File: src/rtl/core/vsrc_pkg.sv
// Shared types, constants and a helper function for the variable-step RC low-pass filter.
`default_nettype none
package vsrc_pkg;

    localparam int BETA_BITS = 16;
    localparam int QUOT_BITS = 21;
    localparam int DT_SHIFT  = QUOT_BITS - 16;
    localparam int HORNER_K  = 9;

    localparam logic [30:0] LOG2E_Q30 = 31'd1549082005;
    localparam logic [29:0] LN2_Q30   = 30'd744261118;
    localparam logic [30:0] ONE_Q30   = 31'h4000_0000;

    localparam logic [1:0] REG_TAU     = 2'd0;
    localparam logic [1:0] REG_INITIAL = 2'd1;
    localparam logic [1:0] REG_START   = 2'd2;

    typedef struct packed {
        logic signed [31:0] sample;
        logic [31:0]        dt;
    } vsrc_item_t;

    typedef enum logic [3:0] {
        ST_IDLE,
        ST_DIV,
        ST_LOG,
        ST_FRAC,
        ST_HINIT,
        ST_HMUL,
        ST_HREC,
        ST_HCOR,
        ST_SHIFT,
        ST_MIX,
        ST_FIN
    } vsrc_state_t;

    function automatic logic [31:0] vsrc_recip(input logic [3:0] k);
        logic [31:0] r;
        unique case (k)
            4'd1:    r = 32'd4294967295;
            4'd2:    r = 32'd2147483647;
            4'd3:    r = 32'd1431655765;
            4'd4:    r = 32'd1073741823;
            4'd5:    r = 32'd858993459;
            4'd6:    r = 32'd715827882;
            4'd7:    r = 32'd613566756;
            4'd8:    r = 32'd536870911;
            4'd9:    r = 32'd477218588;
            default: r = 32'd0;
        endcase
        return r;
    endfunction

endpackage
`default_nettype wire

File: src/rtl/core/vsrc_front.sv
// Front end: accepts sample beats and forms the elapsed time since the previous one or since the loaded start time.
`default_nettype none
module vsrc_front
    import vsrc_pkg::*;
(
    input  wire logic               clk,
    input  wire logic               rst_n,
    input  wire logic               in_valid,
    output logic                    in_stall,
    input  wire logic signed [31:0] sample,
    input  wire logic [31:0]        timestamp_us,
    input  wire logic               load_time,
    input  wire logic [31:0]        load_value,
    input  wire logic               q_full,
    output logic                    q_push,
    output vsrc_item_t              q_item
);

    logic [31:0] last_time_reg;
    logic [31:0] last_time_next;

    always_comb
    begin
        in_stall       = q_full;
        q_push         = in_valid && !q_full;
        q_item.sample  = sample;
        q_item.dt      = timestamp_us - last_time_reg;
        last_time_next = last_time_reg;
        if (load_time)
        begin
            last_time_next = load_value;
        end
        else if (q_push)
        begin
            last_time_next = timestamp_us;
        end
    end

    always_ff @(posedge clk or negedge rst_n)
    begin
        if (!rst_n)
        begin
            last_time_reg <= '0;
        end
        else
        begin
            last_time_reg <= last_time_next;
        end
    end

endmodule
`default_nettype wire

File: config.mk
export PLATFORM = sky130hd
export DESIGN_NAME = vsrc_front
export DESIGN_NICKNAME = d
export VERILOG_FILES = /design/src/rtl/core/vsrc_pkg.sv /design/src/rtl/core/vsrc_front.sv
export SDC_FILE = /design/constraint.sdc
export NUM_CORES = 1
export LEC_CHECK = 0
export BUFFER_PORTS_ARGS = -buffer_cell sky130_fd_sc_hd__buf_2
export CORE_MARGIN = 8
export CORE_UTILIZATION = 45
export CTS_BUF_LIST = sky130_fd_sc_hd__clkbuf_4 sky130_fd_sc_hd__clkbuf_8
export DETAILED_ROUTE_END_ITERATION = 8
export PLACE_DENSITY = 0.78
export RECOVER_POWER = 50
export SYNTH_ARGS = -nofsm -noshare
export SYNTH_HDL_FRONTEND = slang
export SYNTH_SLANG_ARGS = --single-unit
File: constraint.sdc
create_clock -name clk -period 6.9 [get_ports clk]
set_input_delay 0.69 -clock clk [delete_from_list [all_inputs] [get_ports clk]]
set_output_delay 0.69 -clock clk [all_outputs]
set_load 0.05 [all_outputs]
# --- Word level (Yosys, flattened, before mapping) ---
# Index checks and enable logic that the tools add are counted.
# Widths: inputs -> output; s select.
op_classes:
  addsub: 1
  n_mul: 0
  n_div: 0
  n_lt_le_gt_ge: 0
  n_eq_ne: 0
  n_shift: 0
  muxes: 2
  n_bitwise: 0
  n_reduce_logical: 3
ops:
  columns: ["op", "n"]
  rows:
  - ["$mux 32", 2]
  - ["$sub 32x32->32", 1]
  - ["$reduce_bool 2->1", 1]
  - ["$logic_and 1x1->1", 1]
  - ["$logic_not 1->1", 1]
word_totals:
  reg_bits: 32
  latch_bits: 0
  ram_bits: 0
  rom_bits: 0
  in_bits: 101
  output_inout_bits: 66
  word_cells: 7
  n_memories: 0

# --- Longest topological paths before layout ---
logic_depth:
  word_depth: 4
  mapped_depth: 11
  depth_no_buf: 11

# --- Worst setup path before layout ---
# OpenSTA, ideal clock, no wires.
synth_timing:
  path_kind: "in2out"
  start: "input timestamp_us[0]"
  end: "output q_item[30] (netlist bit)"
  t_arrival_ps: 3628
  required_ps: 6210
  slack_ps: 2582
  cell_stages: 11
  cell_sequence: "inv_1 -> ha_1 -> fa_1 -> nor2b_1 -> o2111ai_1 -> a211oi_1 -> o21a_1 -> o21a_1 -> o21a_1 -> o2111ai_1 -> a211oi_1"
synth_lines:
  columns: ["element", "line", "text"]
  rows:
  - ["from (decl)", "vsrc_front.sv:11", "input wire logic [31:0] timestamp_us,"]
  - ["to (decl)", "vsrc_front.sv:16", "output vsrc_item_t q_item"]

==> flow_summary.toml <==
[run_status]
outcome = "finished with violations"
failing_checks = "capacitance limit, slew limit"

[die]
initial_cell_density_of_the_core_pct = 45.82
die-area_sq_um = 10820
row_count = 32
fp.dieW_um = 104.0
io_pins = 167
core-area_sq_um = 7607
die_height_um = 104.0

[sta]
skew_ps = 0
max_slew.worst_pin.slew_ps = 2530
timing_hold_violations_final = 0
setup-violations-final = 0
fin_crit_sh_pct = 59.36
slew_viol_final = 97
final_period_demand_of_the_worst_path_ps = 4096
grt_setup_unrepaired = "no"
hold-worst-slack_ps = 585.0
setup_total_negative_slack_ps = 0
max-slew-margin-rel_pct = -68.69
fmax_ghz = 0.2441
fin_ws_ps = 2804

[critical_path]
critical-path-slowest-cell = "sky130_fd_sc_hd__a211oi_1"
cpLargestDelayFamily = "compound AO/OA/AOI/OAI gates"
reg2reg_setup_slack_ps = 5890
crit_fanout = 4
crit_required_ps = 6210
crit_type = "input pin to output port"
type_of_origin_of_the_critical_path = "input pin"
worstSetupEndpointType = "output port"
critical_path.n_buffers_inverters = 3
cp_cell_sequence = "buf_2 -> inv_1 -> ha_1 -> fa_1 -> nor2b_1 -> o2111ai_1 -> a211oi_1 -> o211ai_1 -> nand4_1 -> nand3_1 -> a31oi_1 -> xor2_1 -> buf_2"
critPathArrivalTime_ps = 3410
critical_path.max_stage_delay_ps = 430
cp_common_cell = "sky130_fd_sc_hd__buf_2"

[detailed_routing]
detail_route.wl_per_cell_um = 14.61
route.final.wire_length_mm = 9.265
drt.antenna.violating_nets = 0
route.vias.total = 3284
routed_via_density = 5.180
drtPass1Iterations = 4
drc_errors = 0
detailedRoute.firstIterationViolations = 116

[power]
leakage_nw = 1.979
clock_power_share_pct = 14.8
internal-power_w = 0.0004594
share_seq_of_total_power_pct = 21.8
pwr_density_cell_nw_per_um2 = 247.6
p_sw_w = 0.0005046
p_sw_share_pct = 52.34
largest_voltage_drop_on_the_vdd_net_mv = 0.09050
combPwrFrac_pct = 63.4

[placement]
port-buffer-count = 102
dp_slack_ps = 2873
dp_cells = 625
post_dp_cell_area_sq_um = 3809
post-dp-hpwl_mm = 7.606
gp_congestion = 0.8931

[synth]
post_synth_instance_area_sq_um = 3486
async_flop_share_pct = 100.0
yosys.area.top_type = "sky130_fd_sc_hd__dfrtp_1"
postSynthNetCount = 605
number_of_enable_type_register_cells_in_the_synthesized_netlist = 0
yosysWarningCount = 0
post_synth.cell_area_avg_sq_um = 7.385
synth_most_common_cell = "sky130_fd_sc_hd__a21oi_1"
netlist.area_leader.share_pct = 22.97
synth_seq_area_share_pct = 22.97
synthCells = 472
ys_top_cells_by_count = "sky130_fd_sc_hd__a21oi_1, sky130_fd_sc_hd__nor2_1, sky130_fd_sc_hd__nand2_1, sky130_fd_sc_hd__o21ai_0, sky130_fd_sc_hd__inv_1"
register_bit_total_from_synthesis = 32
post_synth_num_cell_types = 51
synth_flop_cell = "sky130_fd_sc_hd__dfrtp_1"
netlist_top_cells_area = "sky130_fd_sc_hd__dfrtp_1, sky130_fd_sc_hd__ha_1, sky130_fd_sc_hd__a21oi_1, sky130_fd_sc_hd__buf_4, sky130_fd_sc_hd__o21ai_0"

[clock_network]
post_cts_hold_buffer_count = 0
cts-htree-levels = 2
tritoncts.num_buffers = 5
skew_pair_late_insertion_delay_ps = 280
clk_path_buf_depth = 2
clock-root-buffer = "sky130_fd_sc_hd__clkbuf_8"
cts_sinks = 32
cts.repair.resized = 0
clk_pin_slew_worst_paths_ps = 70
cts_tree = "yes"
post_cts.repair.setup_buffers = 0

[global_routing]
grt_remaining_overflow = 0
grt_first_pass_wirelength_mm = 15.58
grt_start_max_net_pins = 65
vias_in_the_first_global_route = 3309
antenna_found_initial = 0
grt_usage_pct = 16.85

[layout]
finalNonFillerCells = 634
finish.net_count = 663
syn2layout_area_growth_pct = 11.70
largest_reg_flops = 32
share_of_cells_above_drive_strength_1_pct = 23.54
finish.instance_area_sq_um = 3894

[worst_hold_path]
hp-class = "flip-flop to flip-flop"

[flow_run]
drv.max_cap_violation_count = 2
worst min-delay path, cell delays in order, from the launching register on:
cell,delay (ps)
sky130_fd_sc_hd__dfrtp_1,360
sky130_fd_sc_hd__mux2i_1,60
sky130_fd_sc_hd__o21ai_0,130
power groups by stage:
stage,combinational [W],sequential (W),clock (W)
CTS,0.000614,0.000210,0.000148
detailed placement,0.000611,0.000214,0
floorplan,0.000524,0.000213,0
global route,0.000659,0.000212,0.000157
finish,0.000611,0.000210,0.000142
global placement,0.000606,0.000214,0
stage by stage:
stage          total power, W  util, %
2_1_floorplan       0.0007371        -
5_1_grt              0.001028    51.15
6_report            0.0009639    51.18
3_5_place_dp        0.0008253    50.07
3_3_place_gp        0.0008192    50.07
4_1_cts             0.0009719    51.22
logic make-up (layout without fill, tap and decap cells):
logic type / Yosys count / after routing / share of synthesized area (%)
other: 0 / 1 / 0
AO/OA/AOI/OAI: 156 / 156 / 27.49
AND/OR/NAND/NOR: 132 / 132 / 16.51
flip-flops: 32 / 32 / 22.97
adder cells (fa/ha/maj): 32 / 32 / 11.70
XOR/XNOR: 29 / 29 / 7.287
multiplexers: 2 / 2 / 0.5743
buffers and inverters: 89 / 148 / 13.46
final timing paths:
check	start	endpoint	depth (start not counted)
worst max-delay path	timestamp_us[0]	q_item[28]	13
worst min-delay path	last_time_reg[0]	last_time_reg[0]	2
worst max register to register	last_time_reg[1]	last_time_reg[1]	4
worst min register to register	last_time_reg[0]	last_time_reg[0]	2
max in group asynchronous	rst_n	last_time_reg[26]	1
min in group asynchronous	rst_n	last_time_reg[3]	1
placed cells by master, fill, tap and decap left out, drive strengths merged, types with 2 or more instances in the layout:
| cell | Yosys | final |
|---|---|---|
| buf | 37 | 101 |
| a21o | 19 | 19 |
| and3 | 3 | 3 |
| o21bai | 2 | 2 |
| a31o | 2 | 2 |
| clkbuf | 15 | 7 |
| a21boi | 3 | 3 |
| and2 | 4 | 4 |
| nand2b | 2 | 2 |
| a31oi | 4 | 4 |
| nand4 | 5 | 5 |
| ha | 31 | 31 |
| o2111ai | 2 | 2 |
| nor3 | 3 | 3 |
| clkinv | 0 | 3 |
| xor2 | 8 | 8 |
| o21ai | 45 | 45 |
| a21oi | 60 | 60 |
| mux2i | 2 | 2 |
| dfrtp | 32 | 32 |
| nor2 | 53 | 53 |
| nor2b | 5 | 5 |
| o211ai | 4 | 4 |
| or2b | 2 | 2 |
| nand3 | 4 | 4 |
| a211oi | 3 | 3 |
| o21a | 5 | 5 |
| inv | 37 | 37 |
| nand2 | 49 | 49 |
| xnor2 | 21 | 21 |
final cells by class:
class	instances	area (sq um)
fill	779	3714
multi-input combinational	351	2223
sequential	32	800.8
timing repair buffer	103	513.0
inverter	37	138.9
tap	102	127.6
clock buffer	5	68.82
clock inverter	3	18.77
antenna	1	2.502
metal layers:
layer / GRT usage, % / part of all wire [%]
met1: 21.41 / 46
met2: 26.31 / 45
met3: 4.027 / 6.5
met4: 7.859 / 2.9
met5: 0 / 0
No activity file was read; power rests on OpenSTA's default activity.
