**config.mk**
```make
export PLATFORM = sky130hd
export DESIGN_NAME = vsrc_queue
export DESIGN_NICKNAME = d
export VERILOG_FILES = /design/src/rtl/core/vsrc_pkg.sv /design/src/rtl/core/vsrc_queue.sv
export SDC_FILE = /design/constraint.sdc
export NUM_CORES = 1
export LEC_CHECK = 0
export CAP_MARGIN = 30
export CELL_PAD_IN_SITES_DETAIL_PLACEMENT = 1
export CELL_PAD_IN_SITES_GLOBAL_PLACEMENT = 1
export CORE_ASPECT_RATIO = 0.75
export CORE_MARGIN = 10
export CORE_UTILIZATION = 40
export DETAILED_ROUTE_END_ITERATION = 7
export DONT_BUFFER_PORTS = 1
export PLACE_DENSITY_LB_ADDON = 0.1
export SETUP_SLACK_MARGIN = 0.2
export SYNTH_ARGS = -nofsm -noshare
export SYNTH_HDL_FRONTEND = slang
export SYNTH_SLANG_ARGS = --single-unit
```
**constraint.sdc**
```tcl
create_clock -name clk -period 6.8 [get_ports clk]
set_clock_uncertainty 0.1 [all_clocks]
set_input_delay 0.34 -clock clk [delete_from_list [all_inputs] [get_ports clk]]
set_output_delay 0.34 -clock clk [all_outputs]
set_load 0.005 [all_outputs]
```
**src/rtl/core/vsrc_pkg.sv**
```systemverilog
// Shared types, constants and a helper function for the variable-step RC low-pass filter.
`default_nettype none
package vsrc_pkg;

    localparam int BETA_BITS = 16;
    localparam int QUOT_BITS = 21;
    localparam int DT_SHIFT  = QUOT_BITS - 16;
    localparam int HORNER_K  = 9;

    localparam logic [30:0] LOG2E_Q30 = 31'd1549082005;
    localparam logic [29:0] LN2_Q30   = 30'd744261118;
    localparam logic [30:0] ONE_Q30   = 31'h4000_0000;

    localparam logic [1:0] REG_TAU     = 2'd0;
    localparam logic [1:0] REG_INITIAL = 2'd1;
    localparam logic [1:0] REG_START   = 2'd2;

    typedef struct packed {
        logic signed [31:0] sample;
        logic [31:0]        dt;
    } vsrc_item_t;

    typedef enum logic [3:0] {
        ST_IDLE,
        ST_DIV,
        ST_LOG,
        ST_FRAC,
        ST_HINIT,
        ST_HMUL,
        ST_HREC,
        ST_HCOR,
        ST_SHIFT,
        ST_MIX,
        ST_FIN
    } vsrc_state_t;

    function automatic logic [31:0] vsrc_recip(input logic [3:0] k);
        logic [31:0] r;
        unique case (k)
            4'd1:    r = 32'd4294967295;
            4'd2:    r = 32'd2147483647;
            4'd3:    r = 32'd1431655765;
            4'd4:    r = 32'd1073741823;
            4'd5:    r = 32'd858993459;
            4'd6:    r = 32'd715827882;
            4'd7:    r = 32'd613566756;
            4'd8:    r = 32'd536870911;
            4'd9:    r = 32'd477218588;
            default: r = 32'd0;
        endcase
        return r;
    endfunction

endpackage
`default_nettype wire

```
**src/rtl/core/vsrc_queue.sv**
```systemverilog
// Two-entry queue between the front end and the arithmetic back end.
`default_nettype none
module vsrc_queue
    import vsrc_pkg::*;
(
    input  wire logic clk,
    input  wire logic rst_n,
    input  wire logic push,
    input  wire vsrc_item_t push_item,
    output logic      full,
    output logic      not_empty,
    input  wire logic pop,
    output vsrc_item_t pop_item
);

    vsrc_item_t  slot_reg [2];
    logic        wr_ptr_reg;
    logic        wr_ptr_next;
    logic        rd_ptr_reg;
    logic        rd_ptr_next;
    logic [1:0]  count_reg;
    logic [1:0]  count_next;

    always_comb
    begin
        full        = (count_reg == 2'd2);
        not_empty   = (count_reg != 2'd0);
        pop_item    = slot_reg[rd_ptr_reg];
        wr_ptr_next = push ? !wr_ptr_reg : wr_ptr_reg;
        rd_ptr_next = pop ? !rd_ptr_reg : rd_ptr_reg;
        count_next  = count_reg + {1'b0, push} - {1'b0, pop};
    end

    always_ff @(posedge clk or negedge rst_n)
    begin
        if (!rst_n)
        begin
            wr_ptr_reg <= 1'b0;
            rd_ptr_reg <= 1'b0;
            count_reg  <= '0;
        end
        else
        begin
            wr_ptr_reg <= wr_ptr_next;
            rd_ptr_reg <= rd_ptr_next;
            count_reg  <= count_next;
        end
    end

    always_ff @(posedge clk)
    begin
        if (push)
        begin
            slot_reg[wr_ptr_reg] <= push_item;
        end
    end

endmodule
`default_nettype wire

```
* After elaboration in Yosys (flattened, before gate mapping)
Memories as Yosys holds them, arrays and structs flattened. Index checks and enable logic that the tools add are counted.
Storage, ports and cells: memories 1, output and inout port bits 66, logic and storage cells 12, ROM bits 0, RAM bits 128, register bits after elaboration 4, latch bits 0
Cells by class: divide/modulo/power cells 0, shifts and indexed selects 0, equality and inequality tests 1, bitwise operators 0, muxes and demuxes 2, add/subtract/negate cells 2, reduce and logical (&&, ||, !) cells 3, $lt $le $gt $ge 0, multipliers 0
Memory list:
- slot_reg | depth 2, bits a word 64, rd ports 1, clocked after memory_dff 0, wr ports 1, RTL line vsrc_queue.sv:16 | vsrc_item_t slot_reg [2];
Operators by type and width (count):
- $add A2 B1 Y2 | 1
- $eq A2 B2 Y1 const B | 1
- $logic_not A1 Y1 | 2
- $mux W1 | 2
- $reduce_bool A2 Y1 | 1
- $sub A2 B1 Y2 | 1

* Depth between registers and ports, before layout
Gate-level depths: netlist of the first run.
depth after elaboration 2, mapped depth 5, depth with buffers taken out 5

* Worst setup path before layout of the first run
OpenSTA, ideal clock, no wires.
path type register to register, from reg wr_ptr_reg, to mem slot_reg[0][0] in the netlist's numbering (enable), stages on the path, launching flop included 2, buffers on the path 0, slack 2.959 ns, arrival 3.247 ns, required time 6.206 ns, period minus slack after synthesis 3.841 ns, path through dfrtp_1 -> nor2b_1
RTL lines:
- start, declared | RTL line vsrc_queue.sv:17 | logic wr_ptr_reg;
- start signal, assigned | RTL line vsrc_queue.sv:44 | wr_ptr_reg <= wr_ptr_next;
- end, declared | RTL line vsrc_queue.sv:16
No word-level cell before the write port.

==> impl_results.md, run 1 <==
* Clock Tree Buf Depth at 2
* Critical path startpoint category: flip-flop
* Reg2reg setup slack at 5.05 ns
* Combinational family with the most area after synthesis: multiplexers
* Depth of the worst register-to-register path at 2
* Result of the run: completed
* Crit path from: rd_ptr_reg$_DFFE_PN0P_
* Cell chosen for the clock root: sky130_fd_sc_hd__clkbuf_16
* Post-synth cell types at 13
* Unrepaired setup endpoints after global routing: false
* Most area-consuming cells after synthesis: sky130_fd_sc_hd__edfxtp_1 77%, sky130_fd_sc_hd__mux2_4 15%, sky130_fd_sc_hd__mux2_2 3.1%
* Growth of design area from synthesis to finish at 29.79%
* Metal-1 WL at between 3 and 4 mm
* Share of final-layout standard cells stronger than drive strength 1 at 0.3236
* Compound-cell area share of the yosys netlist at 0
* Post-cts resize count at 0
* Clock H-tree levels at 4
* Number of antenna violations at the first check in global routing at 1
* Cell area after synthesis at about 5000 um2
* Avg Cell Area, Syn at about 23 um2
* Instance count of the mapped netlist at ~210
* Max FFs per register at around 130
* Area share of the largest cell type after synthesis at 0.7651
* Pwr dens at 420.1 nW/um2
* Synth Net Count at between 200 and 300
* Routed wirelength normalized by instance count at between 20 and 25 um
* Data required time of the worst path at roughly 6.4 ns
* Vias in the first global route at roughly 2500
* Xor and xnor fraction of the mapped netlist area at 0.008219
* Crit Path Class: flip-flop to output port
* Die Ht at roughly 120 um
* CTS Hold Bufs at 67
* Die footprint at between 15000 and 20000 um2
* Count of input and output buffers at 0
* Die width at around 150 um
* Worst Tran Pin Value at roughly 0.9 ns
* Number of design-rule violations left by the first detailed-router iteration at roughly 110
* Placed cell count at between 300 and 400
* Number of nets in the finished design at approximately 370
* Commonest cells after routing, fill and taps aside: 128 x sky130_fd_sc_hd__edfxtp_1, 67 x sky130_fd_sc_hd__dlygate4sd3_1, 50 x sky130_fd_sc_hd__mux2_4
* Normalized max-slew margin at 0.4081
* Final Non-Filler Cells at approximately 480
* Synth Area in Simple Gates at 0.004981
* Sum of routed wire length over all layers at between 10 and 15 mm
* Leak Pwr at between 2 and 2.5 nW
* Combined flip-flop and latch cell area at 3948 um2
* Post-DRT Antenna Nets at 0
* Detailed-route via count at approximately 2200
* Final Hold Viols at 0
* Critical Path Fanout Max at 35
* Arrival time of data at the critical path endpoint at around 2.0 ns
* Vias per cell at ~4.6
* Post CTS Setup Buffer Count at 0
* Achievable clock frequency at about 420 MHz
* Final HPWL DP at ~6.6 mm
* Final weighted congestion in routability-driven placement at around 0.65
* Cell type with the highest aggregate area in the netlist: sky130_fd_sc_hd__edfxtp_1
* FF+latch count, synth at 132
* Number of inserted filler cells in the final layout at 1063
* Core Region at 12310 um2
* Skew-Pair Late Insertion Delay at 0.40 ns
* Capturing element type of the critical path: output port
* Uppermost signal routing layer after detailed routing: met4
* Max-cap check violation count at 0
* Largest net degree at the start of global routing at between 60 and 70
* Worst R2R End: slot_reg[1][40]$_DFFE_PP_
* VDD IR-drop max at ~0.22 mV
* Remaining design rule violation count at 0
* Sum of met2 wire segment lengths after detailed routing at about 5.4 mm
* Overall global routing resource usage at 0.1197
* Worst r2r src: wr_ptr_reg$_DFFE_PN0P_
* Final setup vio count at 0
* First-pass GRT wire length at approximately 15 mm
* CTS tree: done
* Count of yosys warnings during synthesis at 0
* Clock tree sinks at 132
* Iteration count of the initial detailed-routing pass at 6
* Total number of placement rows at 35
* Min Tclk post-route at around 2.4 ns
* Number of CTS-inserted buffers at 17
* Arithmetic-cell share of the synthesized area counting full adders, half adders and majority gates at 0.004981
* Final clock period utilization by the worst path at 0.3521
* Global-route congestion overflow total at 0
* Max-slew violation count at 0
* Worst hold path class: input port to async pin
* Number of ports placed on the die boundary at 134
* Initial core utilization at 0.4082
* Commonest non-fill, non-tap cell in the layout: sky130_fd_sc_hd__edfxtp_1
* Mux cell area share after synthesis at 0.1808
* Clk slew on worst S/H paths at about 0.050 ns
* Met3 layer wire length in the routed design at roughly 980 um
* Area of the multi-input gates at 1008 um2
* Seq/Total Area, Yosys at 0.7851
* Hold_ws at about 0.12 ns
* Setup TNS at 0 ns
-- synth_stat cells (all sizes together) --
library cell,n
buf,7
xor3,1
dfrtp,4
xor2,2
ha,2
edfxtp,128
or2,1
nor2b,2
inv,2
mux2,64
and2,1
-- layout make-up --
| class | instances | area share |
|---|---|---|
| sequential | 132 | 0.6055 |
| multi-input combinational | 73 | 0.1547 |
| timing repair buffer | 70 | 0.1082 |
| clock buffer | 19 | 0.06640 |
| clock inverter | 13 | 0.03186 |
| tap | 166 | 0.03186 |
| inverter | 2 | 0.001151 |
| antenna | 1 | 0.0003838 |
-- how the worst max path moves through the flow --
stage	slack, ns	to	cells after the start
2_1_floorplan	2.96	slot_reg[0][0]$_DFFE_PP_	1
3_3_place_gp	4.75	pop_item[3]	1
3_5_place_dp	4.81	pop_item[1]	2
4_1_cts	4.36	pop_item[1]	2
5_1_grt	4.30	pop_item[1]	2
6_report	4.41	pop_item[1]	2
-- layer usage --
layer / up-vias / track usage
met5: - / 0
met4: 0 / 0.04501
met3: 6 / 0.06339
met2: 87 / 0.2049
met1: 1100 / 0.1227
li1: 1010 / -
-- kinds of logic after synthesis --
kind of cell | after synthesis
mux | 64
flops | 132
buf+inv | 9
fa+ha+maj | 2
xor+xnor | 3
simple gates | 4
-- critical path, stage by stage, from the launching register on --
cell and delay (ns):
sky130_fd_sc_hd__dfrtp_4 0.79, sky130_fd_sc_hd__buf_12 0.31, sky130_fd_sc_hd__mux2_2 0.40
-- power breakdown --
part	internal [mW]	switching (mW)
logic	0.318	0.267
registers	1.09	0.0957
clock network	0.650	0.322
total	2.05	0.686
-- stage by stage --
step	total power [mW]	cell area, um2	setup WS [ns]	utilization
final	2.739	6520	4.406	0.5298
after global routing	2.871	6520	4.298	0.5298
after CTS	2.787	6518	4.357	0.5296
after detailed placement	1.765	5206	4.806	0.4231
after global placement	1.730	5186	4.750	0.4215
after floorplan	1.651	5024	2.959	-
Note: power is estimated with default switching activity, not from simulation.
==> run 2: changes to the inputs <==
==> constraint.sdc (replaced) <==
create_clock -name clk -period 2.1 [get_ports clk]
set_clock_uncertainty 0.1 [all_clocks]
set_input_delay 0.105 -clock clk [delete_from_list [all_inputs] [get_ports clk]]
set_output_delay 0.105 -clock clk [all_outputs]
set_load 0.005 [all_outputs]
==> run 2 against run 1 <==
- clock-buffer cell count is the same
- flip-flop and latch count is the same
- non-clock buffer count grew 2
- critical path depth is the same
- critical endpoint is now pop_item[0]
- register-to-register slack lost 4.4 ns
- largest power group unchanged
- wire length shrank 2.8%
- clock power grew to 3.5 times the previous value
- die area is the same
==> impl_results.md, run 2 (same netlist as run 1, synthesis figures left out) <==
* VDD IR-drop max at 0.8573 mV
* Routed wirelength normalized by instance count at ~21 um
* Arrival time of data at the critical path endpoint at 1.49 ns
* Core Region at ~12000 um2
* Post CTS Setup Buffer Count at 0
* Leak Pwr at approximately 2.4 nW
* CTS tree: done
* Max FFs per register at between 100 and 150
* Vias in the first global route at between 2000 and 3000
* Number of ports placed on the die boundary at about 130
* Final Hold Viols at 0
* Total number of placement rows at 35
* Share of final-layout standard cells stronger than drive strength 1 at 0.3248
* Iteration count of the initial detailed-routing pass at 3
* Clock H-tree levels at 4
* Skew-Pair Late Insertion Delay at approximately 0.4 ns
* Worst hold path class: input port to flip-flop
* CTS Hold Bufs at 68
* Final clock period utilization by the worst path at 0.8051
* Detailed-route via count at ~2200
* Area after DPL at 5251 um2
* Max-slew violation count at 0
* Final setup vio count at 0
* Min-delay src: push
* Final design utilization at 0.5381
* Cell chosen for the clock root: sky130_fd_sc_hd__clkbuf_16
* Number of CTS-inserted buffers at 17
* Critical Path Fanout Max at 32
* Worst Tran Pin Value at about 0.37 ns
* Commonest cells after routing, fill and taps aside: 128 x sky130_fd_sc_hd__edfxtp_1, 68 x sky130_fd_sc_hd__dlygate4sd3_1, 50 x sky130_fd_sc_hd__mux2_4
* Post-cts resize count at 0
* Setup TNS at 0 ns
* Crit path from: rd_ptr_reg$_DFFE_PN0P_
* Growth of design area from synthesis to finish at 31.81%
* Largest net degree at the start of global routing at 65
* Initial core utilization at 0.4082
* Number of design-rule violations left by the first detailed-router iteration at 95
* Clock Tree Buf Depth at 2
* First-pass GRT wire length at between 15 and 20 mm
* Crit Path Class: flip-flop to output port
* Data required time of the worst path at 1.89 ns
* Die width at about 150 um
* Result of the run: completed
* Remaining design rule violation count at 0
* Die Ht at 117.1 um
* Post-DRT Antenna Nets at 0
* Worst r2r src: count_reg[0]$_DFF_PN0_
* Number of nets in the finished design at approximately 370
* Final weighted congestion in routability-driven placement at about 0.65
* Overall global routing resource usage at 0.1173
* Max-cap check violation count at 0
* Clock tree sinks at 132
* Min Tclk post-route at roughly 1.7 ns
* Critical path startpoint category: flip-flop
* Unrepaired setup endpoints after global routing: false
* Clk slew on worst S/H paths at approximately 0.060 ns
* Number of antenna violations at the first check in global routing at 1
* Vias per cell at ~4.6
* Commonest non-fill, non-tap cell in the layout: sky130_fd_sc_hd__edfxtp_1
* Capturing element type of the critical path: output port
* Count of input and output buffers at 0
* Design Area, Final at approximately 6600 um2
* Global-route congestion overflow total at 0
* Achievable clock frequency at roughly 590 MHz
* Sum of routed wire length over all layers at roughly 10 mm
* Die footprint at approximately 17000 um2
* Normalized max-slew margin at 0.7519
* Pwr dens at roughly 1400 nW/um2
* Final HPWL DP at approximately 6.5 mm
[run 2: cell count changes in the layout (fill, tap and decap cells not counted), sizes merged]
cell,previous run,this run
bufinv,5,7
dlygate4sd3,67,68
clkinvlp,3,0
buf,3,4
inv,2,3
[run 2: where the power goes]
group	internal, mW	total (mW)	switching (mW)
clock	2.35	3.38	1.03
combinational	1.09	2.11	1.02
sequential	3.51	3.67	0.158
[run 2: cell type report]
type	instances	area, um2
Tap cell	166	207.7
Clock buffer	19	432.9
Fill cell	1046	5684
Timing Repair Buffer	72	760.7
Sequential cell	132	3948
Multi-Input combinational cell	73	1008
Inverter	2	7.507
Antenna cell	1	2.502
Clock inverter	13	254.0
[run 2: through the flow]
stage	std cells	worst slack (ns)	power (mW)	hold WS, ns
3_3_place_gp	377	0.6473	5.699	-0.2904
2_1_floorplan	214	0.2035	5.324	-0.2906
6_report	478	0.4093	9.152	0.1490
5_1_grt	478	0.3389	9.600	0.1437
3_5_place_dp	377	0.6261	5.776	-0.2903
4_1_cts	477	0.3714	9.306	0.1344
[run 2: worst paths after layout]
check	to	cells after the start	slack, ns
worst max-delay path	pop_item[0]	2	0.41
worst min-delay path	slot_reg[0][54]$_DFFE_PP_	2	0.15
worst max register to register	count_reg[1]$_DFF_PN0_	5	0.63
worst min register to register	wr_ptr_reg$_DFFE_PN0P_	1	0.45
max in group asynchronous	rd_ptr_reg$_DFFE_PN0P_	2	1.24
min in group asynchronous	count_reg[1]$_DFF_PN0_	2	0.44
[run 2: routing by layer]
metal / vias to the layer above / track usage / part of all wire / wire length, um
li1: 1019 / - / - / -
met4: 0 / 0.04827 / 0.014 / 138
met2: 82 / 0.2017 / 0.52 / 5260
met1: 1083 / 0.1235 / 0.38 / 3768
met3: 14 / 0.05340 / 0.087 / 875
met5: - / 0 / 0 / 0
[run 2: worst max-delay path, stage by stage, from the launching register on]
cell                      delay (ns)
sky130_fd_sc_hd__dfrtp_4        0.44
sky130_fd_sc_hd__buf_12         0.24
sky130_fd_sc_hd__mux2_2         0.40
==> run 3: changes to the inputs <==
==> constraint.sdc (replaced) <==
create_clock -name clk -period 1.7 [get_ports clk]
set_clock_uncertainty 0.1 [all_clocks]
set_input_delay 0.085 -clock clk [delete_from_list [all_inputs] [get_ports clk]]
set_output_delay 0.085 -clock clk [all_outputs]
set_load 0.005 [all_outputs]
==> run 3 against run 2 <==
- utilization shrank 0.39 points
- flip-flop and latch count is the same
- die area is the same
- sequential share of layout area grew 0.43 points
- wire length grew 4.2%
- cell area shrank 0.72%
- combinational power grew 28%
- critical endpoint unchanged
==> impl_results.md, run 3 (same netlist as run 1, synthesis figures left out) <==
* Reg2reg setup slack at around 0.37 ns
* Final weighted congestion in routability-driven placement at approximately 0.65
* Number of nets in the finished design at 370
* Number of inserted filler cells in the final layout at ~1100
* Design Power at between 10 and 15 mW
* Die Ht at about 120 um
* Min-delay src: push
* Final HPWL DP at slightly below 7 mm
* Core Region at between 10000 and 15000 um2
* Pwr dens at ~1700 nW/um2
* Clock share of power at 0.333
* Number of design-rule violations left by the first detailed-router iteration at 103
* Sequential group share of total power at 0.418
* Number of antenna violations at the first check in global routing at 1
* Global-route congestion overflow total at 0
* Switching share of power at 0.2590
* Total number of placement rows at 35
* Final Hold Viols at 0
* Iteration count of the initial detailed-routing pass at 4
* Min Tclk post-route at 1.690 ns
* Vias in the first global route at 2578
* Achievable clock frequency at approximately 590 MHz
* Worst R2R End: slot_reg[1][8]$_DFFE_PP_
* Skew-Pair Late Insertion Delay at roughly 0.40 ns
* Die width at ~150 um
* Growth of design area from synthesis to finish at 30.86%
* Depth of the worst register-to-register path at 2
* Share of final-layout standard cells stronger than drive strength 1 at 0.3291
* Overall global routing resource usage at 0.1227
* Unrepaired setup endpoints after global routing: true
* Worst min-delay path endpoint: slot_reg[0][43]$_DFFE_PP_
* Detailed-route via count at between 2000 and 2500
* Count of input and output buffers at 0
* Worst r2r src: wr_ptr_reg$_DFFE_PN0P_
* Leak Pwr at 2.403 nW
* Commonest cells after routing, fill and taps aside: 128 x sky130_fd_sc_hd__edfxtp_1, 68 x sky130_fd_sc_hd__dlygate4sd3_1, 50 x sky130_fd_sc_hd__mux2_4
* Initial core utilization at 0.4082
* Data required time of the worst path at 1.51 ns
* Clock Tree Buf Depth at 2
* Critical path startpoint category: flip-flop
* Max FFs per register at 128
* Clk slew on worst S/H paths at roughly 0.060 ns
* Worst hold path class: input port to flip-flop
* Arrival time of data at the critical path endpoint at 1.50 ns
* Cell chosen for the clock root: sky130_fd_sc_hd__clkbuf_16
* Sum of routed wire length over all layers at roughly 10 mm
* Number of ports placed on the die boundary at roughly 130
* Crit Path Class: flip-flop to output port
* Routed wirelength normalized by instance count at between 20 and 25 um
* VDD IR-drop max at between 0.8 and 0.9 mV
* Number of CTS-inserted buffers at 17
* Final design utilization at 0.5342
* Clock tree sinks at roughly 130
* Final clock period utilization by the worst path at 0.9939
* Result of the run: completed
* Setup TNS at 0 ns
* Share of total power in combinational logic at 0.249
* Critical Path Fanout Max at 32
* Post CTS Setup Buffer Count at 0
* Max-slew violation count at 0
* Max-cap check violation count at 0
* Remaining design rule violation count at 0
* Die footprint at 17490 um2
* Hold_ws at ~0.061 ns
* Clock H-tree levels at 4
* Capturing element type of the critical path: output port
* Worst Tran Pin Value at roughly 0.24 ns
* Vias per cell at ~4.7
* Worst hold path depth at 2
* Post-DRT Antenna Nets at 0
* Largest net degree at the start of global routing at 34
* First-pass GRT wire length at between 15 and 20 mm
* Final setup vio count at 0
* Normalized max-slew margin at 0.8374
* Commonest non-fill, non-tap cell in the layout: sky130_fd_sc_hd__edfxtp_1
* Internal at about 8.0 mW
* Total net switching power at 2.810 mW
* CTS tree: done
## run 3: changes by cell type in the layout (fill, tap and decap cells not counted)
cell                         delta
sky130_fd_sc_hd__buf_12         +1
sky130_fd_sc_hd__buf_16         +1
sky130_fd_sc_hd__bufinv_16      -4
sky130_fd_sc_hd__clkbuf_1       -1
sky130_fd_sc_hd__clkinv_1       +1
sky130_fd_sc_hd__clkinv_2       +2
sky130_fd_sc_hd__clkinv_4       +1
sky130_fd_sc_hd__clkinvlp_4     +2
sky130_fd_sc_hd__inv_6          -1
## run 3: layout make-up
| cell class | instances | area [um2] | area share |
|---|---|---|---|
| clock inverters | 14 | 162.7 | 0.02474 |
| clock buffers | 18 | 429.2 | 0.06528 |
| multi-input cells | 73 | 1008 | 0.1534 |
| well taps | 166 | 207.7 | 0.03159 |
| repair buffers | 74 | 808.3 | 0.1230 |
| inverters | 2 | 7.507 | 0.001142 |
| flip-flops and latches | 132 | 3948 | 0.6005 |
| diodes | 1 | 2.502 | 0.0003807 |
## run 3: layer usage
layer,vias up,wire length (um),GRT usage
met2,84,5451,0.2094
met1,1123,3877,0.1235
met4,0,134,0.05284
met3,12,1002,0.06531
met5,-,0,0
li1,1016,-,-
## run 3: repair_timing
item                                   CTS  global route
hold buffers                            68             0
pin swaps                                0             1
endpoints found under the hold margin  136             0
gates resized for setup                  0             1
setup endpoints to repair               64            65
## run 3: worst max path at each step
stage,from,end,slack (ns)
floorplan,wr_ptr_reg$_DFFE_PN0P_,slot_reg[0][0]$_DFFE_PP_,-0.20
CTS,rd_ptr_reg$_DFFE_PN0P_,pop_item[61],-0.02
global placement,count_reg[0]$_DFF_PN0_,count_reg[1]$_DFF_PN0_,0.27
finish,rd_ptr_reg$_DFFE_PN0P_,pop_item[0],0.01
detailed placement,count_reg[0]$_DFF_PN0_,count_reg[1]$_DFF_PN0_,0.24
global route,rd_ptr_reg$_DFFE_PN0P_,pop_item[61],-0.05
## run 3: metrics by stage
stage	setup WS (ns)	instances	instance area, um2
after floorplan	-0.1965	214	5032
after global placement	0.2695	379	5291
after detailed placement	0.2415	379	5291
after CTS	-0.02491	479	6564
after global routing	-0.05480	480	6574
final	0.01032	480	6574
## run 3: power by group through the flow
stage	sequential [mW]	combinational (mW)	clock (mW)
2_1_floorplan	4.52	2.05	0
3_5_place_dp	4.60	2.62	0
6_report	4.53	2.70	3.62
4_1_cts	4.53	2.78	3.68
3_3_place_gp	4.54	2.54	0
5_1_grt	4.60	2.93	3.84
## run 3: critical path, cell delays in order, from the launching register on
cell and delay, ns:
sky130_fd_sc_hd__dfrtp_4 0.45, sky130_fd_sc_hd__buf_12 0.24, sky130_fd_sc_hd__mux2_2 0.40
